**config.mk**
```make
export PLATFORM = sky130hd
export DESIGN_NAME = yuyv_to_rgb_converter
export DESIGN_NICKNAME = d
export VERILOG_FILES = /design/src/sv/yuvrgb_pkg.sv /design/src/sv/yuvrgb_pixel.sv /design/src/sv/yuyv_to_rgb_converter.sv
export SDC_FILE = /design/constraint.sdc
export NUM_CORES = 1
export LEC_CHECK = 0
export BUFFER_PORTS_ARGS = -buffer_cell sky130_fd_sc_hd__buf_2
export CAP_MARGIN = 20
export CELL_PAD_IN_SITES_DETAIL_PLACEMENT = 0
export CELL_PAD_IN_SITES_GLOBAL_PLACEMENT = 1
export CORE_ASPECT_RATIO = 1.4
export CORE_UTILIZATION = 43
export DETAILED_ROUTE_END_ITERATION = 12
export GPL_ROUTABILITY_DRIVEN = 0
export GPL_TIMING_DRIVEN = 0
export PLACE_DENSITY = 0.88
export SYNTH_ARGS = -nofsm -noshare
export SYNTH_HDL_FRONTEND = slang
export SYNTH_SLANG_ARGS = --single-unit
export TNS_END_PERCENT = 50
```
**constraint.sdc**
```tcl
create_clock -name clk -period 5.74 [get_ports clk]
set_input_delay 0.287 -clock clk [delete_from_list [all_inputs] [get_ports clk]]
set_output_delay 0.287 -clock clk [all_outputs]
set_load 0.05 [all_outputs]
```
**src/sv/yuvrgb_pkg.sv**
```systemverilog
// package: word types, coefficients and the shift and clamp function
package yuvrgb_pkg;

  localparam int SumW = 18;

  localparam logic signed [SumW-1:0] COEF_RV = 18'sd359;
  localparam logic signed [SumW-1:0] COEF_GU = 18'sd88;
  localparam logic signed [SumW-1:0] COEF_GV = 18'sd183;
  localparam logic signed [SumW-1:0] COEF_BU = 18'sd454;

  typedef struct packed {
    logic [7:0] luma_first;
    logic [7:0] chroma_blue;
    logic [7:0] luma_second;
    logic [7:0] chroma_red;
    logic       frame_end_in;
  } in_word_t;

  typedef struct packed {
    logic [7:0] first_red;
    logic [7:0] first_green;
    logic [7:0] first_blue;
    logic [7:0] second_red;
    logic [7:0] second_green;
    logic [7:0] second_blue;
    logic       frame_end_out;
  } out_word_t;

  // floor shift by 8, then clamp to 0..255
  function automatic logic [7:0] shift_clamp(input logic signed [SumW-1:0] sum);
    logic signed [SumW-9:0] q;
    q = sum[SumW-1:8];
    if (q[SumW-9]) begin
      return 8'h00;
    end else if (q[SumW-10:8] != '0) begin
      return 8'hff;
    end else begin
      return q[7:0];
    end
  endfunction

endpackage

```
**src/sv/yuvrgb_pixel.sv**
```systemverilog
// one pixel: luma plus shared chroma offsets to clamped rgb
module yuvrgb_pixel (
  input  logic [7:0]        luma,
  input  logic signed [7:0] u_ofs,
  input  logic signed [7:0] v_ofs,
  output logic [7:0]        red,
  output logic [7:0]        green,
  output logic [7:0]        blue
);
  import yuvrgb_pkg::*;

  logic signed [SumW-1:0] y_w;
  logic signed [SumW-1:0] u_w;
  logic signed [SumW-1:0] v_w;
  logic signed [SumW-1:0] sum_r;
  logic signed [SumW-1:0] sum_g;
  logic signed [SumW-1:0] sum_b;

  assign y_w = {2'b00, luma, 8'h00};
  assign u_w = {{(SumW-8){u_ofs[7]}}, u_ofs};
  assign v_w = {{(SumW-8){v_ofs[7]}}, v_ofs};

  assign sum_r = y_w + COEF_RV * v_w;
  assign sum_g = y_w - COEF_GU * u_w - COEF_GV * v_w;
  assign sum_b = y_w + COEF_BU * u_w;

  assign red   = shift_clamp(sum_r);
  assign green = shift_clamp(sum_g);
  assign blue  = shift_clamp(sum_b);
endmodule

```
**src/sv/yuyv_to_rgb_converter.sv**
```systemverilog
// top level: yuyv macropixel to two rgb888 pixels
// One macropixel word is taken on every clock edge with start high; busy is
// always low, so words may arrive back to back without gaps. Each word gives
// one result word, marked by out_valid for a single cycle, after it passes
// through the input register and the result register around the conversion
// logic. The receiver cannot stall: results must be taken as they appear.
// There is no state between words; frame_end_out copies frame_end_in.
module yuyv_to_rgb_converter (
  input  logic                  clk,
  input  logic                  rst_n,
  input  logic                  start,
  output logic                  busy,
  input  yuvrgb_pkg::in_word_t  in_word,
  output logic                  out_valid,
  output yuvrgb_pkg::out_word_t out_word
);
  import yuvrgb_pkg::*;

  in_word_t          in_r;
  logic              in_valid_r;
  out_word_t         out_r;
  out_word_t         out_nxt;
  logic              out_valid_r;
  logic signed [7:0] u_ofs;
  logic signed [7:0] v_ofs;

  assign busy = 1'b0;

  always_ff @(posedge clk) begin
    if (!rst_n) begin
      in_valid_r  <= 1'b0;
      out_valid_r <= 1'b0;
    end else begin
      in_valid_r  <= start && !busy;
      out_valid_r <= in_valid_r;
    end
  end

  always_ff @(posedge clk) begin
    if (start && !busy) begin
      in_r <= in_word;
    end
    out_r <= out_nxt;
  end

  // subtract 128 by flipping the top bit
  assign u_ofs = {~in_r.chroma_blue[7], in_r.chroma_blue[6:0]};
  assign v_ofs = {~in_r.chroma_red[7], in_r.chroma_red[6:0]};

  yuvrgb_pixel u_first (
    .luma  (in_r.luma_first),
    .u_ofs (u_ofs),
    .v_ofs (v_ofs),
    .red   (out_nxt.first_red),
    .green (out_nxt.first_green),
    .blue  (out_nxt.first_blue)
  );

  yuvrgb_pixel u_second (
    .luma  (in_r.luma_second),
    .u_ofs (u_ofs),
    .v_ofs (v_ofs),
    .red   (out_nxt.second_red),
    .green (out_nxt.second_green),
    .blue  (out_nxt.second_blue)
  );

  assign out_nxt.frame_end_out = in_r.frame_end_in;

  assign out_valid = out_valid_r;
  assign out_word  = out_r;
endmodule

```
==> flow_summary.toml <==
[outcome]
outcome = "finished, violations left"
violations = "negative setup slack"

[min_path]
holdPathStages = 1
worstHoldStart = "in_word[7]"
hold_path.class = "in -> reg"
hold_end = "in_r[7]$_DFFE_PP_"

[timing]
relSlewSlack_pct = 40.5
max_freq_mhz = 171
min_period_ps = 5840
maxSlewViolCount = 0
fin_worst_skew_ps = 19.1
tightestPinTransition_ps = 892
fin_hold_ws_ps = 78.6
final.period_utilization_pct = 102
rsz0062_at_grt = "yes"
setup_viol = 8
finalHoldViolations = 0
setup_slack_ps = -100

[critical_path]
end_kind = "register"
timing.rr.end = "out_word[14]$_SDFF_PP0_"
arrival_ps = 6130
path_class = "reg -> reg"
r2r_cells = 26
cp.required_ps = 6030
r2r-start = "in_r[3]$_DFFE_PP_"
r2r_slack_ps = -100
worstSetupStartpointType = "register"
crit_path_max_fanout = 8

[floorplanning]
die_h_um = 179
rows = 64
start_util_pct = 43.8
ios = 87
coreArea_um2 = 21900
die_w_um = 128
die_area_um2 = 22900

[route]
drt_iter0_markers = 319
finalWirelength_mm = 22.5
drtAntennaViolNets = 0
vias_per_cell = 5.03
post_drt_wl_per_cell_um = 15.5
remaining_drc_errors = 0
vias = 7307
dr.pass1.iters = 6

[global_route]
antenna_found_initial = 0
grt.overflow.total = 0
grt_usage_pct = 20.5
grt_first_pass_wirelength_mm = 35.5
grt_pass1_vias = 7449
grt_max_degree = 35

[finish]
drive_gt1_share_pct = 24.3
fin_nets = 1445
antenna_cells = 0
layout.area.seq_um2 = 2010
fillers = 1902
multi_input_area_um2 = 7540
area_delta_synth_final_pct = 23.7

[placement]
dpl.hpwl_mm = 17.8
io_buffers = 85

[run]
cap_violations = 0

[clock_tree]
clock_path_buffers = 2
clk_pin_slew_ps = 80
cts_made_buffers = 9
cts_hold_buf = 0
clk_latency_ps = 380
clock_sink_count = 84
cts-root-buf = "clkbuf_16"
cts_tree = "done"
cts_max_level = 3

[logic_synthesis]
synth_top_area_cell = "ha_1"
synth_top_cells_by_area = "ha_1, fa_1, dfxtp_1"
synth_edf_count = 33
ys.flop_type = "dfxtp_1"
synth_most_common_cell = "inv_1"
seq_area_frac_synth_pct = 21.0
synth_top_cell_area_share_pct = 25.1
syn_area_um2 = 9570
synth-seq-cells = 84
synth_fp_nets = 1299
yosys_warnings = 0
ys_top_cells_by_count = "inv_1, ha_1, a21oi_1, fa_1, nor2_1"
ys_types = 65
synthCells = 1006
avgSynthCellArea_um2 = 9.52
async_flop_share_pct = 0
## sequential cells by signal (all words and copies together), names as in the netlist
register	count
in_r	33
out_valid	1
out_word	49
in_valid_r	1
## how the worst max path moves through the flow
| stage | from | endpoint | slack (ps) | cells after the start |
|---|---|---|---|---|
| 3_3_place_gp | in_r[8]$_DFFE_PP_ | out_word[39]$_SDFF_PP0_ | -1000 | 24 |
| 3_5_place_dp | in_r[8]$_DFFE_PP_ | out_word[39]$_SDFF_PP0_ | -1060 | 24 |
| 2_1_floorplan | in_r[6]$_DFFE_PP_ | out_word[11]$_SDFF_PP0_ | 1 | 25 |
| 5_1_grt | in_r[3]$_DFFE_PP_ | out_word[12]$_SDFF_PP0_ | -350 | 27 |
| 6_report | in_r[3]$_DFFE_PP_ | out_word[14]$_SDFF_PP0_ | -100 | 26 |
| 4_1_cts | in_r[4]$_DFFE_PP_ | out_word[14]$_SDFF_PP0_ | -60 | 27 |
## critical path: stages (launching register included)
cell and delay [ps]:
edfxtp_1 470, buf_6 170, ha_4 260, ha_4 250, inv_1 50, fa_1 500, fa_1 570, inv_2 60
ha_4 230, a21o_1 160, a21oi_2 140, o21bai_1 90, a21oi_2 140, buf_4 130, xnor2_2 130, fa_1 450
inv_1 110, ha_4 230, a21o_1 160, a21o_1 220, a21oi_2 170, o211ai_1 150, a31o_1 260, a21oi_2 180
xnor2_2 140, buf_6 150, a21boi_4 180
## per-layer routing
metal / routed length [um] / track usage [%]
met1: 8730 / 21.9
met3: 715 / 3.63
met5: 0 / 0
met4: 858 / 10.2
met2: 12200 / 38.3
## cells by family (layout without fill, tap and decap cells)
family / Yosys count / count (layout) / share of synthesized area [%]
adders and majority gates: 257 / 257 / 38.7
AOI/OAI and AO/OA: 223 / 223 / 16.1
buffers and inverters: 202 / 353 / 8.00
and+or+nand+nor: 151 / 151 / 7.35
xor gates and xnor gates: 84 / 84 / 8.35
DFF: 84 / 84 / 21.0
muxes: 4 / 4 / 0.470
other: 1 / 1 / 0.0392
## cell usage in the layout (no fill, tap or decap), drive strengths merged, types with 7 or more instances in the layout
cell	n
a211oi	7
a21boi	12
a21o	20
a21oi	68
a31oi	7
buf	137
clkbuf	11
dfxtp	51
edfxtp	33
fa	65
ha	192
inv	201
nand2	26
nand3	11
nor2	60
nor2b	9
nor3	19
o21a	42
o21ai	31
o21bai	8
xnor2	53
xor2	31
## through the flow
stage | worst slack, ps | instance area [um^2] | TNS, ps | cells | util, %
detailed placement | -1060 | 10400 | -19010 | 1388 | 47.5
global route | -347 | 11800 | -4980 | 1454 | 54.2
global placement | -1000 | 10400 | -17250 | 1388 | 47.5
floorplan | 1.03 | 9590 | 0 | 1006 | -
finish | -100 | 11800 | -582 | 1454 | 54.2
CTS | -57.8 | 11500 | -265 | 1437 | 52.7
## cell type report
cell class | instances | area share (%)
inverters | 198 | 6.34
clock buffers | 9 | 1.90
plain buffers | 4 | 0.190
multi-input cells | 720 | 63.7
flip-flops and latches | 84 | 17.0
clock inverters | 7 | 0.644
repair buffers | 135 | 7.12
well taps | 297 | 3.14
## timing repair
action	in CTS	in global routing
buffers inserted	34	17
pin swaps	44	31
endpoints found under the setup margin	46	48
gates resized for setup	92	38
Power is not shown: default switching activity piles up to over one toggle a cycle in this logic, so the estimate is an artifact.
